**config.mk**
```make
export PLATFORM = sky130hd
export DESIGN_NAME = sd_spi_host_sequencer_unit
export DESIGN_NICKNAME = d
export VERILOG_FILES = /design/src/hw/rtl/sdspi_pkg.sv /design/src/hw/rtl/sdspi_frame.sv /design/src/hw/rtl/sd_spi_host_sequencer_unit.sv
export SDC_FILE = /design/constraint.sdc
export NUM_CORES = 1
export LEC_CHECK = 0
export ABC_AREA = 1
export ABC_CLOCK_PERIOD_IN_PS = 3300
export BUFFER_PORTS_ARGS = -buffer_cell sky130_fd_sc_hd__buf_2
export CAP_MARGIN = 20
export CORE_MARGIN = 1.5
export CORE_UTILIZATION = 55
export DETAILED_ROUTE_END_ITERATION = 12
export PLACE_DENSITY = 0.77
export SYNTH_ARGS = -nofsm -noshare
export SYNTH_HDL_FRONTEND = slang
export SYNTH_SLANG_ARGS = --single-unit
export TNS_END_PERCENT = 50
```
**constraint.sdc**
```tcl
create_clock -name i_clk -period 3.3 [get_ports i_clk]
set_input_delay 0.66 -clock i_clk [delete_from_list [all_inputs] [get_ports i_clk]]
set_output_delay 0.66 -clock i_clk [all_outputs]
set_load 0.05 [all_outputs]
```
**src/hw/rtl/sdspi_pkg.sv**
```systemverilog
// ----------------------------------------------------------------------------
// SD SPI sequencer package
// Shared payload types and protocol constants for the SD SPI host sequencer.
// ----------------------------------------------------------------------------
package sdspi_pkg;

    localparam logic [1:0] REQ_CONT  = 2'd0;
    localparam logic [1:0] REQ_INIT  = 2'd1;
    localparam logic [1:0] REQ_READ  = 2'd2;
    localparam logic [1:0] REQ_WRITE = 2'd3;

    localparam logic [2:0] ST_OK        = 3'd0;
    localparam logic [2:0] ST_NO_IDLE   = 3'd1;
    localparam logic [2:0] ST_INIT_TO   = 3'd2;
    localparam logic [2:0] ST_CMD_REJ   = 3'd3;
    localparam logic [2:0] ST_TOKEN_TO  = 3'd4;
    localparam logic [2:0] ST_DATA_REJ  = 3'd5;
    localparam logic [2:0] ST_BUSY_TO   = 3'd6;

    localparam logic [2:0] REG_RESP_POLL  = 3'd0;
    localparam logic [2:0] REG_TOKEN_POLL = 3'd1;
    localparam logic [2:0] REG_BUSY_POLL  = 3'd2;
    localparam logic [2:0] REG_ATTEMPTS   = 3'd3;
    localparam logic [2:0] REG_GAP        = 3'd4;

    // command selector
    typedef enum logic [2:0] {
        C_CMD0, C_CMD8, C_CMD55, C_ACMD41, C_CMD58, C_CMD17, C_CMD24
    } t_cmd;

    localparam logic [7:0] TOKEN_START = 8'hFE;
    localparam logic [7:0] IDLE_BYTE   = 8'hFF;

    typedef struct packed {
        logic [1:0]  req_type;
        logic [31:0] lba;
        logic [7:0]  miso_byte;
        logic [7:0]  write_byte;
    } t_in;

    typedef struct packed {
        logic [7:0] mosi_byte;
        logic       cs_active;
        logic [7:0] read_byte;
        logic       read_valid;
        logic       write_taken;
        logic       done_res;
        logic [2:0] status;
        logic       block_mode;
        logic       fast_clock;
    } t_out;

    function automatic logic [7:0] cmd_code(t_cmd c);
        logic [7:0] v;
        unique case (c)
            C_CMD0:   v = 8'd0;
            C_CMD8:   v = 8'd8;
            C_CMD55:  v = 8'd55;
            C_ACMD41: v = 8'd41;
            C_CMD58:  v = 8'd58;
            C_CMD17:  v = 8'd17;
            C_CMD24:  v = 8'd24;
            default:  v = 8'd0;
        endcase
        return v;
    endfunction

    function automatic logic [7:0] cmd_crc(t_cmd c);
        logic [7:0] v;
        unique case (c)
            C_CMD0:  v = 8'h95;
            C_CMD8:  v = 8'h87;
            default: v = 8'h01;
        endcase
        return v;
    endfunction

endpackage

```
**src/hw/rtl/sdspi_frame.sv**
```systemverilog
// ----------------------------------------------------------------------------
// SD SPI command framer
// Picks one byte of a six-byte command frame: start+index, argument, CRC.
// ----------------------------------------------------------------------------
module sdspi_frame (
    input  sdspi_pkg::t_cmd i_cmd,
    input  logic [2:0]      i_idx,
    input  logic            i_card_v2,
    input  logic [31:0]     i_addr,
    output logic [7:0]      o_byte
);
    logic [31:0] arg;

    // argument per command
    always_comb begin
        unique case (i_cmd)
            sdspi_pkg::C_CMD8:   arg = 32'h0000_01AA;
            sdspi_pkg::C_ACMD41: arg = i_card_v2 ? 32'h4000_0000 : 32'h0;
            sdspi_pkg::C_CMD17,
            sdspi_pkg::C_CMD24:  arg = i_addr;
            default:             arg = 32'h0;
        endcase
    end

    // select frame byte
    always_comb begin
        unique case (i_idx)
            3'd0:    o_byte = 8'h40 | sdspi_pkg::cmd_code(i_cmd);
            3'd1:    o_byte = arg[31:24];
            3'd2:    o_byte = arg[23:16];
            3'd3:    o_byte = arg[15:8];
            3'd4:    o_byte = arg[7:0];
            default: o_byte = sdspi_pkg::cmd_crc(i_cmd);
        endcase
    end
endmodule

```
**src/hw/rtl/sd_spi_host_sequencer_unit.sv**
```systemverilog
// ----------------------------------------------------------------------------
// SD SPI host sequencer
// Byte-slot sequencer for SD card init, single block read and block write.
// ----------------------------------------------------------------------------
// One input beat is one SPI byte slot: it carries the card's byte from the
// previous slot and returns this slot's MOSI byte, chip select and status.
// Each beat is handled by the sequencer state register and a registered
// result stage, so a beat can be accepted every clock unless a held result
// is not taken. The output register holds a result until it is taken; a new
// beat is accepted in the same cycle that the held result is taken. The
// result is valid in the cycle after its beat is accepted.
module sd_spi_host_sequencer_unit #(
    parameter int WAKE_IDLE_BYTES = 10
) (
    input  logic               i_clk,
    input  logic               i_rst_n,
    input  logic               i_valid,
    output logic               o_ready,
    input  sdspi_pkg::t_in     i_data,
    output logic               o_valid,
    input  logic               i_ready,
    output sdspi_pkg::t_out    o_data,
    input  logic               i_cfg_we,
    input  logic [2:0]         i_cfg_idx,
    input  logic [19:0]        i_cfg_data
);
    localparam int BLOCK_BYTES = 512;
    localparam logic [9:0] BLK_LAST = 10'(BLOCK_BYTES - 1);
    localparam logic [9:0] WAKE_N = 10'(WAKE_IDLE_BYTES);

    typedef enum logic [4:0] {
        PH_IDLE, PH_WAKE, PH_TAIL_R7, PH_TAIL_OCR, PH_GAP, PH_TOKEN, PH_RD_DATA,
        PH_RD_CRC2, PH_RD_END, PH_WR_DATA, PH_WR_CRC1, PH_WR_CRC2, PH_WR_RESP,
        PH_WR_CHECK, PH_BUSY, PH_FRAME, PH_POLL
    } t_phase;

    // configuration
    logic [7:0]  r_resp_lim;
    logic [15:0] r_tok_lim;
    logic [19:0] r_busy_lim;
    logic [11:0] r_att_lim;
    logic [15:0] r_gap_lim;

    // sequencer state
    t_phase          r_phase, n_phase;
    sdspi_pkg::t_cmd r_cmd, n_cmd;
    logic [9:0]      r_byte_cnt, n_byte_cnt;
    logic [19:0]     r_poll_cnt, n_poll_cnt;
    logic [11:0]     r_att_cnt, n_att_cnt;
    logic [15:0]     r_gap_cnt, n_gap_cnt;
    logic            r_card_v2, n_card_v2;
    logic            r_blk_addr, n_blk_addr;
    logic            r_fast, n_fast;
    logic [31:0]     r_addr, n_addr;

    logic            r_out_valid;
    sdspi_pkg::t_out r_out, n_out;

    logic            accept;
    logic [7:0]      miso;
    logic [7:0]      frame_byte;
    logic [2:0]      frame_idx;
    logic [19:0]     poll_inc;

    assign o_ready = !r_out_valid || i_ready;
    assign accept  = i_valid && o_ready;
    assign miso    = i_data.miso_byte;
    assign poll_inc = r_poll_cnt + 20'd1;

    // frame byte index: current slot in FRAME, else byte zero for a new frame
    assign frame_idx = (r_phase == PH_FRAME) ? r_byte_cnt[2:0] : 3'd0;

    sdspi_pkg::t_cmd frame_cmd;

    sdspi_frame u_frame (
        .i_cmd     (frame_cmd),
        .i_idx     (frame_idx),
        .i_card_v2 (n_card_v2),
        .i_addr    (n_addr),
        .o_byte    (frame_byte)
    );

    // next state and slot output
    always_comb begin
        logic start_frame;
        logic r1_hit;
        logic [7:0] resp_l;
        logic [15:0] tok_l;
        logic [19:0] busy_l;
        logic [11:0] att_l;
        logic [11:0] att_inc;
        resp_l = (r_resp_lim == 8'd0) ? 8'd1 : r_resp_lim;
        tok_l  = (r_tok_lim == 16'd0) ? 16'd1 : r_tok_lim;
        busy_l = (r_busy_lim == 20'd0) ? 20'd1 : r_busy_lim;
        att_l  = (r_att_lim == 12'd0) ? 12'd1 : r_att_lim;
        att_inc = r_att_cnt + 12'd1;
        start_frame = 1'b0;
        r1_hit = 1'b0;
        frame_cmd  = r_cmd;
        n_phase    = r_phase;
        n_cmd      = r_cmd;
        n_byte_cnt = r_byte_cnt;
        n_poll_cnt = r_poll_cnt;
        n_att_cnt  = r_att_cnt;
        n_gap_cnt  = r_gap_cnt;
        n_card_v2  = r_card_v2;
        n_blk_addr = r_blk_addr;
        n_addr     = r_addr;
        n_fast     = r_fast;
        n_out = '0;
        n_out.mosi_byte = sdspi_pkg::IDLE_BYTE;

        if (r_phase == PH_IDLE && i_data.req_type == sdspi_pkg::REQ_INIT) begin
            n_fast = 1'b0;
        end
        n_out.fast_clock = (r_phase == PH_IDLE && i_data.req_type == sdspi_pkg::REQ_INIT)
                           ? 1'b0 : r_fast;

        unique case (r_phase)
            PH_FRAME: begin
                n_out.mosi_byte = frame_byte;
                n_out.cs_active = 1'b1;
                n_byte_cnt = r_byte_cnt + 10'd1;
                if (r_byte_cnt == 10'd5) begin
                    n_phase = PH_POLL;
                    n_poll_cnt = '0;
                end
            end
            PH_POLL: begin
                r1_hit = (r_poll_cnt != 20'd0) &&
                         (!miso[7] || r_poll_cnt >= {12'd0, resp_l});
                if (!r1_hit) begin
                    n_out.cs_active = 1'b1;
                    n_poll_cnt = poll_inc;
                end else begin
                    unique case (r_cmd)
                        sdspi_pkg::C_CMD0: begin
                            if (miso != 8'h01) begin
                                n_out.done_res = 1'b1;
                                n_out.status = sdspi_pkg::ST_NO_IDLE;
                                n_phase = PH_IDLE;
                            end else begin
                                start_frame = 1'b1; frame_cmd = sdspi_pkg::C_CMD8;
                            end
                        end
                        sdspi_pkg::C_CMD8: begin
                            n_card_v2 = (miso == 8'h01);
                            if (miso == 8'h01) begin
                                n_out.cs_active = 1'b1;
                                n_phase = PH_TAIL_R7;
                                n_byte_cnt = 10'd1;
                            end else begin
                                n_att_cnt = '0;
                                start_frame = 1'b1; frame_cmd = sdspi_pkg::C_CMD55;
                            end
                        end
                        sdspi_pkg::C_CMD55: begin
                            start_frame = 1'b1; frame_cmd = sdspi_pkg::C_ACMD41;
                        end
                        sdspi_pkg::C_ACMD41: begin
                            n_att_cnt = att_inc;
                            if (miso == 8'h00) begin
                                n_blk_addr = 1'b0;
                                if (r_card_v2) begin
                                    start_frame = 1'b1; frame_cmd = sdspi_pkg::C_CMD58;
                                end else begin
                                    n_out.done_res = 1'b1;
                                    n_phase = PH_IDLE;
                                    n_fast = 1'b1;
                                end
                            end else if (att_inc >= att_l) begin
                                n_out.done_res = 1'b1;
                                n_out.status = sdspi_pkg::ST_INIT_TO;
                                n_phase = PH_IDLE;
                            end else if (r_gap_lim == 16'd0) begin
                                start_frame = 1'b1; frame_cmd = sdspi_pkg::C_CMD55;
                            end else begin
                                n_out.cs_active = 1'b1;
                                n_phase = PH_GAP;
                                n_gap_cnt = 16'd1;
                            end
                        end
                        sdspi_pkg::C_CMD58: begin
                            if (miso == 8'h00) begin
                                n_out.cs_active = 1'b1;
                                n_phase = PH_TAIL_OCR;
                                n_byte_cnt = 10'd1;
                            end else begin
                                n_out.done_res = 1'b1;
                                n_phase = PH_IDLE;
                                n_fast = 1'b1;
                            end
                        end
                        sdspi_pkg::C_CMD17: begin
                            if (miso != 8'h00) begin
                                n_out.done_res = 1'b1;
                                n_out.status = sdspi_pkg::ST_CMD_REJ;
                                n_phase = PH_IDLE;
                            end else begin
                                n_out.cs_active = 1'b1;
                                n_phase = PH_TOKEN;
                                n_poll_cnt = 20'd1;
                            end
                        end
                        default: begin
                            if (miso != 8'h00) begin
                                n_out.done_res = 1'b1;
                                n_out.status = sdspi_pkg::ST_CMD_REJ;
                                n_phase = PH_IDLE;
                            end else begin
                                n_out.mosi_byte = sdspi_pkg::TOKEN_START;
                                n_out.cs_active = 1'b1;
                                n_phase = PH_WR_DATA;
                                n_byte_cnt = '0;
                            end
                        end
                    endcase
                end
            end
            PH_IDLE: begin
                if (i_data.req_type == sdspi_pkg::REQ_INIT) begin
                    n_byte_cnt = 10'd1;
                    n_phase = PH_WAKE;
                end else if (i_data.req_type == sdspi_pkg::REQ_READ ||
                             i_data.req_type == sdspi_pkg::REQ_WRITE) begin
                    n_addr = r_blk_addr ? i_data.lba : {i_data.lba[22:0], 9'd0};
                    start_frame = 1'b1;
                    frame_cmd = (i_data.req_type == sdspi_pkg::REQ_READ)
                                ? sdspi_pkg::C_CMD17 : sdspi_pkg::C_CMD24;
                end
            end
            PH_WAKE: begin
                if (r_byte_cnt >= WAKE_N) begin
                    start_frame = 1'b1; frame_cmd = sdspi_pkg::C_CMD0;
                end else begin
                    n_byte_cnt = r_byte_cnt + 10'd1;
                end
            end
            PH_TAIL_R7, PH_TAIL_OCR: begin
                if (r_phase == PH_TAIL_OCR && r_byte_cnt == 10'd1) begin
                    n_blk_addr = miso[6];
                end
                if (r_byte_cnt < 10'd4) begin
                    n_out.cs_active = 1'b1;
                    n_byte_cnt = r_byte_cnt + 10'd1;
                end else if (r_phase == PH_TAIL_R7) begin
                    n_att_cnt = '0;
                    start_frame = 1'b1; frame_cmd = sdspi_pkg::C_CMD55;
                end else begin
                    n_out.done_res = 1'b1;
                    n_phase = PH_IDLE;
                    n_fast = 1'b1;
                end
            end
            PH_GAP: begin
                if (r_gap_cnt >= r_gap_lim) begin
                    start_frame = 1'b1; frame_cmd = sdspi_pkg::C_CMD55;
                end else begin
                    n_out.cs_active = 1'b1;
                    n_gap_cnt = r_gap_cnt + 16'd1;
                end
            end
            PH_TOKEN: begin
                if (miso == sdspi_pkg::TOKEN_START) begin
                    n_out.cs_active = 1'b1;
                    n_phase = PH_RD_DATA;
                    n_byte_cnt = '0;
                end else if (r_poll_cnt >= {4'd0, tok_l}) begin
                    n_out.done_res = 1'b1;
                    n_out.status = sdspi_pkg::ST_TOKEN_TO;
                    n_phase = PH_IDLE;
                end else begin
                    n_out.cs_active = 1'b1;
                    n_poll_cnt = poll_inc;
                end
            end
            PH_RD_DATA: begin
                n_out.read_byte = miso;
                n_out.read_valid = 1'b1;
                n_out.cs_active = 1'b1;
                n_byte_cnt = r_byte_cnt + 10'd1;
                if (r_byte_cnt == BLK_LAST) n_phase = PH_RD_CRC2;
            end
            PH_RD_CRC2: begin
                n_out.cs_active = 1'b1;
                n_phase = PH_RD_END;
            end
            PH_RD_END: begin
                n_out.done_res = 1'b1;
                n_phase = PH_IDLE;
            end
            PH_WR_DATA: begin
                n_out.mosi_byte = i_data.write_byte;
                n_out.cs_active = 1'b1;
                n_out.write_taken = 1'b1;
                n_byte_cnt = r_byte_cnt + 10'd1;
                if (r_byte_cnt == BLK_LAST) n_phase = PH_WR_CRC1;
            end
            PH_WR_CRC1: begin
                n_out.cs_active = 1'b1; n_phase = PH_WR_CRC2;
            end
            PH_WR_CRC2: begin
                n_out.cs_active = 1'b1; n_phase = PH_WR_RESP;
            end
            PH_WR_RESP: begin
                n_out.cs_active = 1'b1; n_phase = PH_WR_CHECK;
            end
            PH_WR_CHECK: begin
                if (miso[4:0] != 5'h05) begin
                    n_out.done_res = 1'b1;
                    n_out.status = sdspi_pkg::ST_DATA_REJ;
                    n_phase = PH_IDLE;
                end else begin
                    n_out.cs_active = 1'b1;
                    n_phase = PH_BUSY;
                    n_poll_cnt = '0;
                end
            end
            PH_BUSY: begin
                if (miso != 8'h00) begin
                    n_out.done_res = 1'b1;
                    n_phase = PH_IDLE;
                end else begin
                    n_poll_cnt = poll_inc;
                    if (poll_inc >= busy_l) begin
                        n_out.done_res = 1'b1;
                        n_out.status = sdspi_pkg::ST_BUSY_TO;
                        n_phase = PH_IDLE;
                    end else begin
                        n_out.cs_active = 1'b1;
                    end
                end
            end
            default: begin
                n_phase = PH_IDLE;
            end
        endcase

        // launch a command frame with its first byte
        if (start_frame) begin
            n_out.mosi_byte = frame_byte;
            n_out.cs_active = 1'b1;
            n_cmd = frame_cmd;
            n_phase = PH_FRAME;
            n_byte_cnt = 10'd1;
        end
        n_out.block_mode = n_blk_addr;
    end

    // configuration writes
    always_ff @(posedge i_clk) begin
        if (!i_rst_n) begin
            r_resp_lim <= 8'd10;
            r_tok_lim  <= 16'd8000;
            r_busy_lim <= 20'd100000;
            r_att_lim  <= 12'd1000;
            r_gap_lim  <= 16'd100;
        end else if (i_cfg_we) begin
            unique case (i_cfg_idx)
                sdspi_pkg::REG_RESP_POLL:  r_resp_lim <= i_cfg_data[7:0];
                sdspi_pkg::REG_TOKEN_POLL: r_tok_lim  <= i_cfg_data[15:0];
                sdspi_pkg::REG_BUSY_POLL:  r_busy_lim <= i_cfg_data;
                sdspi_pkg::REG_ATTEMPTS:   r_att_lim  <= i_cfg_data[11:0];
                sdspi_pkg::REG_GAP:        r_gap_lim  <= i_cfg_data[15:0];
                default: ;
            endcase
        end
    end

    // advance sequencer on each accepted beat
    always_ff @(posedge i_clk) begin
        if (!i_rst_n) begin
            r_phase     <= PH_IDLE;
            r_cmd       <= sdspi_pkg::C_CMD0;
            r_byte_cnt  <= '0;
            r_poll_cnt  <= '0;
            r_att_cnt   <= '0;
            r_gap_cnt   <= '0;
            r_card_v2   <= 1'b0;
            r_blk_addr  <= 1'b0;
            r_fast      <= 1'b0;
            r_addr      <= '0;
            r_out_valid <= 1'b0;
        end else begin
            if (accept) begin
                r_phase    <= n_phase;
                r_cmd      <= n_cmd;
                r_byte_cnt <= n_byte_cnt;
                r_poll_cnt <= n_poll_cnt;
                r_att_cnt  <= n_att_cnt;
                r_gap_cnt  <= n_gap_cnt;
                r_card_v2  <= n_card_v2;
                r_blk_addr <= n_blk_addr;
                r_fast     <= n_fast;
                r_addr     <= n_addr;
                r_out_valid <= 1'b1;
            end else if (i_ready) begin
                r_out_valid <= 1'b0;
            end
        end
    end

    // hold result payload
    always_ff @(posedge i_clk) begin
        if (accept) r_out <= n_out;
    end

    assign o_valid = r_out_valid;
    assign o_data  = r_out;

    // a finished job leaves chip select released
    a_done_cs: assert property (@(posedge i_clk) disable iff (!i_rst_n)
        o_valid && o_data.done_res |-> !o_data.cs_active)
        else $error("done beat with chip select active");

    // status is only reported with done
    a_status: assert property (@(posedge i_clk) disable iff (!i_rst_n)
        o_valid && !o_data.done_res |-> o_data.status == sdspi_pkg::ST_OK)
        else $error("status without done");

    // a done beat returns the sequencer to idle
    a_idle: assert property (@(posedge i_clk) disable iff (!i_rst_n)
        accept && n_out.done_res |=> r_phase == PH_IDLE)
        else $error("sequencer not idle after done");

    // read and write data never share a beat
    a_rw: assert property (@(posedge i_clk) disable iff (!i_rst_n)
        o_valid |-> !(o_data.read_valid && o_data.write_taken))
        else $error("read and write data in one beat");

endmodule

```
# After elaboration in Yosys (flattened, before gate mapping)
# Index checks and enable logic that the tools add are counted.
# totals
register_bits,199
latchBits,0
mem_bits_rw,0
rom_bits,0
inputBits,78
output_inout_bits,27
n_memories,0
# op_classes
addsub,4
mul,0
n_div,0
order_cmp,7
eq_ne,83
n_shift,0
n_mux,164
bitwise_logic,0
reduce_logical,48
# op_table
operator,count
two-way mux 20 bit,9
two-way mux 32 bit,4
two-way mux 16 bit,7
case mux 20 bit (5 select lines),1
case mux 32 bit (3 select lines),1
two-way mux 10 bit,9
two-way mux 5 bit,18
case mux 5 bit (14 select lines),1
two-way mux 12 bit,5
case mux 10 bit (6 select lines),1
two-way mux 1 bit,53
two-way mux 3 bit,17
case mux 12 bit (2 select lines),2
"equality test 5 x 4 -> 1 bit, second input constant",8
two-way mux 4 bit,10
case mux 8 bit (5 select lines),1
"inequality test 3 bit, second input constant",12
case mux 6 bit (6 select lines),1
logical NOT 16 bit,2
case mux 16 bit (2 select lines),1
two-way mux 31 bit,1
case mux 10 bit (3 select lines),1
case mux 5 bit (6 select lines),1
"equality test 3 x 2 -> 1 bit, second input constant",8
other kinds (70),132

# Longest topological paths before layout
# depth
depth_word,14
depth_mapped,30
depth_no_buf,30

# Cells and area by module
# Synthesis repeated with hierarchy kept, for this count alone.
# hier_totals
cells_unflattened,1934
area_unflattened_um2,13156.4
# by_module_without_submodules
module,n_inst,cells_each,area_each_um2
sd_spi_host_sequencer_unit,1,1821,12558.3
sdspi_frame,1,113,598.1

# Worst setup path before layout
# OpenSTA, ideal clock, no wires.
# synth_timing
path_kind,reg2reg
startpoint,register r_att_cnt[0]
endpoint,register r_byte_cnt[5]
setup_time_ns,0.118
arrival_time_ns,3.399
required_ns,3.182
setup_slack_ns,-0.217
path_stages_with_launch,24
n_path_buf,1
synth_period_minus_slack_ns,3.517
cell_sequence,dfxtp_1 -> inv_1 -> nor3_1 -> nand3_1 -> nor3_1 -> nand3_1 -> nor3_1 -> xor2_1 -> inv_1 -> ha_1 -> a21oi_1 -> o21ai_0 -> nor2_1 -> and2_1 -> nand4_1 -> o2111ai_1 -> nand2_1 -> nand2_2 -> nand2_2 -> o31ai_2 -> nand2_2 -> buf_4 -> nor3_1 -> nor2_1
# synth_between
elab_chain_len,9
elab_cells_between_ends,19
classes_between,add/sub (1); order compare (1); eq/ne (9); mux (6); reduce/logical (2)
# synth_lines
element,line,rtl
start: declaration,sd_spi_host_sequencer_unit.sv:49,"logic [11:0] r_att_cnt, n_att_cnt;"
start signal: assignment,sd_spi_host_sequencer_unit.sv:390,r_att_cnt <= n_att_cnt;
adder 12 x 1 -> 12 bit (*),sd_spi_host_sequencer_unit.sv:96,att_inc = r_att_cnt + 12'd1;
>= comparator 12 bit (*),sd_spi_host_sequencer_unit.sv:171,end else if (att_inc >= att_l) begin
two-way mux 1 bit (*),sd_spi_host_sequencer_unit.sv:171,
two-way mux 1 bit (*),sd_spi_host_sequencer_unit.sv:162,if (miso == 8'h00) begin
case mux 1 bit (4 select lines) (*),sd_spi_host_sequencer_unit.sv:136,unique case (r_cmd)
two-way mux 1 bit (*),sd_spi_host_sequencer_unit.sv:132,if (!r1_hit) begin
case mux 1 bit (5 select lines) (*),sd_spi_host_sequencer_unit.sv:119,unique case (r_phase)
"inequality test 5 x 3 -> 1 bit (no line), or another cell as far along",-,
AND reduction 11 bit (no line),-,
end signal: assignment,sd_spi_host_sequencer_unit.sv:388,r_byte_cnt <= n_byte_cnt;
end: declaration,sd_spi_host_sequencer_unit.sv:47,"logic [9:0] r_byte_cnt, n_byte_cnt;"
# Every way passes the cells marked *; elsewhere a longest branch is shown, timed or not.
# A chain may end at the register's enable or synchronous reset.

# Final worst setup path
# layout_timing
startpoint,register r_poll_cnt[0]
endpoint,"register r_out (netlist bit o_data[16]), data pin"
# layout_between
elab_chain_len,5
elab_cells_between_ends,15
classes_between,add/sub (1); order compare (3); mux (8); reduce/logical (3)
# layout_lines
element,line,rtl
start: declaration,sd_spi_host_sequencer_unit.sv:48,"logic [19:0] r_poll_cnt, n_poll_cnt;"
start signal: assignment,sd_spi_host_sequencer_unit.sv:389,r_poll_cnt <= n_poll_cnt;
adder 20 x 1 -> 20 bit or >= comparator 20 x 8 -> 1 bit (tied branches),"sd_spi_host_sequencer_unit.sv:68, sd_spi_host_sequencer_unit.sv:131",
>= comparator 20 bit or logical OR 1 bit (tied branches),"sd_spi_host_sequencer_unit.sv:325, sd_spi_host_sequencer_unit.sv:131",
two-way mux 1 bit or logical AND 1 bit (tied branches),"sd_spi_host_sequencer_unit.sv:325, sd_spi_host_sequencer_unit.sv:130",
"two-way mux 1 bit, on equally long branches","sd_spi_host_sequencer_unit.sv:320, sd_spi_host_sequencer_unit.sv:132",
case mux 1 bit (7 select lines) or case mux 1 bit (5 select lines) (tied branches),sd_spi_host_sequencer_unit.sv:119,
end signal: assignment,sd_spi_host_sequencer_unit.sv:405,if (accept) r_out <= n_out;
end: declaration,sd_spi_host_sequencer_unit.sv:57,"sdspi_pkg::t_out r_out, n_out;"
# Parallel ways exist; a longest one is shown, timed or not.

==> flow_summary.json <==
{
  "cts.path.max_buffers": 2,
  "antenna_cells": 0,
  "clk_pin_slew_ns": 0.09,
  "dpl.cell_count": 2252,
  "power.density_nw_per_um2": 644,
  "grt_util_all_layers_pct": 32.0,
  "wl_per_cell_um": 17.3,
  "cts-htree-levels": 4,
  "drc": 0,
  "cts.root.buffer_cell": "clkbuf_16",
  "drive_gt1_share_pct": 25.0,
  "synth-edff-count": 25,
  "synth_area_um2": 12700,
  "cts_tree": "done",
  "antenna_found_initial": 1,
  "worst_slack_ns": -0.328,
  "ys_ff_latch": 199,
  "rows": 55,
  "gp_congestion": 1.01,
  "muxShareOfSynthArea_pct": 0,
  "min_period_over_period_pct": 110,
  "area_growth_pct": 25.7,
  "synth_adder_area_share_pct": 7.76,
  "nNetsFinal": 2183,
  "dpl_worst_slack_ns": -0.397,
  "wl_mm": 40.1,
  "cap_viol_max_count": 0,
  "p_total_uw": 10300,
  "viasPerCell": 5.78,
  "violations": "setup timing",
  "place_area_um2": 14200,
  "first_global_vias": 12000,
  "cts_made_buffers": 17,
  "syn_avg_cell_area_um2": 6.96,
  "synth_ff_type": "dfxtp_1",
  "whs_path_depth": 3,
  "hp-class": "primary input to flop",
  "port-buffer-count": 104,
  "crit_type": "flop to flop",
  "yosysWarnings": 0,
  "status": "finished, violations left",
  "die_w_um": 155,
  "insertion_delay_ns": 0.46,
  "antenna_left": 0,
  "power.leakage_uw": 0.00736,
  "start_kind": "flop",
  "timing.final.hold_violations": 0,
  "vias": 13400,
  "grt_max_degree": 81,
  "ys_seq_area_share_pct": 33.3,
  "drv_slew": 0,
  "rsz0062_at_grt": "yes",
  "layout.cells.non_filler": 2324,
  "worstPathArrival_ns": 3.83,
  "synth_top_family_by_area": "simple AND/OR/NAND/NOR gates",
  "yosys.cell_types.count": 54,
  "ff2ff_path_depth": 22,
  "fin_crit_ns": 3.63,
  "end_kind": "flop",
  "fin_area_um2": 16000,
  "nFillCells": 1857,
  "dieHeight_um": 155,
  "async_reset_ff_share_pct": 0,
  "layout_commonest_cell": "nand2_1",
  "final_cell_mix": "nand2_1 (271), inv_1 (263), nor2_1 (187)",
  "final.setup.tns_ns": -7.39,
  "fin_skew_ns": 0.0163,
  "synth_compound_area_share_pct": 21.5,
  "synthCells": 1829,
  "drt_pass1_iterations": 6,
  "worst-path-max-fanout": 3,
  "tightestPinTransition_ns": 0.954,
  "synth_xor_area_share_pct": 2.06,
  "fmax_mhz": 276,
  "clock-sinks": 199,
  "grt_pass1_wl_mm": 61.0,
  "initial_core_util_pct": 56.1,
  "num_io_pins": 105,
  "syn_nets": 1986,
  "drtIter0Drc": 1403,
  "dpl.hpwl_mm": 28.5,
  "maxSlewHeadroom_pct": 36.3,
  "synth-simple-area-share_pct": 24.4,
  "worstPathRequired_ns": 3.50,
  "setup_violations": 44,
  "die_area_um2": 24100,
  "peakVddDrop_v": 0.000384,
  "overflow": 0,
  "coreArea_um2": 22700
}
-- flip-flops by register name, summed over array words and instances (netlist names), 16 cells and up --
signal	flops
o_data	25
r_gap_cnt	16
r_busy_lim	20
r_gap_lim	16
r_tok_lim	16
r_addr	32
r_poll_cnt	20
-- stage by stage --
stage	hold slack, ns	util (%)
5_1_grt	0.475	70.5
3_5_place_dp	0.452	62.4
4_1_cts	0.434	67.2
3_3_place_gp	0.445	62.4
6_report	0.444	70.5
2_1_floorplan	0.429	-
-- cell type report --
cell class	instances	area [µm²]	share of cell area, %
multi-input cells	1268	7940	49.6
flip-flops and latches	199	4240	26.5
repair buffers	239	1680	10.5
inverters	301	1150	7.17
clock buffers	17	425	2.66
well taps	285	357	2.23
clock inverters	15	214	1.34
-- final timing paths --
check                                           startpoint                          end  slack, ns
worst min register to register   r_att_lim[0]$_SDFFE_PN0P_    r_att_lim[0]$_SDFFE_PN0P_       0.46
worst max register to register  r_poll_cnt[0]$_SDFFE_PN0P_     o_data[16]$_SDFFCE_PP1P_      -0.33
worst min-delay path                        i_cfg_data[16]  r_busy_lim[16]$_SDFFE_PN1P_       0.44
worst max-delay path            r_poll_cnt[0]$_SDFFE_PN0P_     o_data[16]$_SDFFCE_PP1P_      -0.33
-- synthesized netlist by cell type, drive strengths merged (2+ instances only) --
master | instances | area share, %
a2111oi | 2 | 0.19
a211oi | 39 | 3.3
a21oi | 164 | 6.5
a221oi | 7 | 0.48
a31oi | 7 | 0.34
a41o | 2 | 0.16
buf | 15 | 0.75
clkbuf | 46 | 1.4
clkinv | 6 | 0.18
dfxtp | 174 | 27
edfxtp | 25 | 5.9
ha | 79 | 7.8
inv | 295 | 8.7
nand2 | 308 | 9.5
nand3 | 72 | 2.9
nand3b | 3 | 0.18
nand4 | 28 | 1.4
nor2 | 225 | 7.3
nor3 | 44 | 1.9
nor4 | 19 | 0.93
o2111ai | 6 | 0.41
o211ai | 43 | 2.5
o21a | 2 | 0.12
o21ai | 171 | 6.7
o21bai | 2 | 0.12
o22ai | 3 | 0.15
o31ai | 2 | 0.20
or2 | 3 | 0.15
xnor2 | 4 | 0.28
xor2 | 26 | 1.8
-- power breakdown --
group          switching [µW]  total [µW]  internal [µW]
logic                    3220        5040           1820
registers                 219        2990           2770
clock network            1150        2270           1120
-- metal layers --
metal	vias up	share of wire, %	GRT usage [%]
met5	-	0.032	0
met2	586	46	50.6
li1	6497	-	-
met3	101	8.1	5.52
met1	6253	43	44.1
met4	2	2.8	11.1
-- worst max-delay path: stages, from the launching register on --
cell     delay [ns]
dfxtp_2        0.37
ha_4           0.16
nand3_4        0.08
nor2_4         0.09
nand2_2        0.09
nor3_4         0.19
nand3_2        0.14
buf_4          0.16
buf_4          0.12
xor2_1         0.14
buf_4          0.16
ha_4           0.26
nand4_1        0.19
nor3_2         0.23
nand3_1        0.11
nand3_2        0.09
a21oi_2        0.04
buf_6          0.14
nand3_4        0.06
buf_6          0.09
nand2_2        0.04
nor4_1         0.28
nand3_1        0.12
-- kinds of logic (layout without fill, tap and decap cells) --
kind of cell | Yosys count | after routing
simple gates | 705 | 705
xor+xnor | 30 | 30
compound gates | 454 | 454
fa+ha+maj | 79 | 79
flops | 199 | 199
buf+inv | 362 | 572
-- repair_timing --
item,CTS,global route
endpoints found under the hold margin,0,0
hold buffers,0,0
gates cloned,0,0
endpoints found under the setup margin,46,66
pin swaps,40,81
gates resized for setup,70,145
setup buffers,28,17
Power figures use the tool's default switching activity.
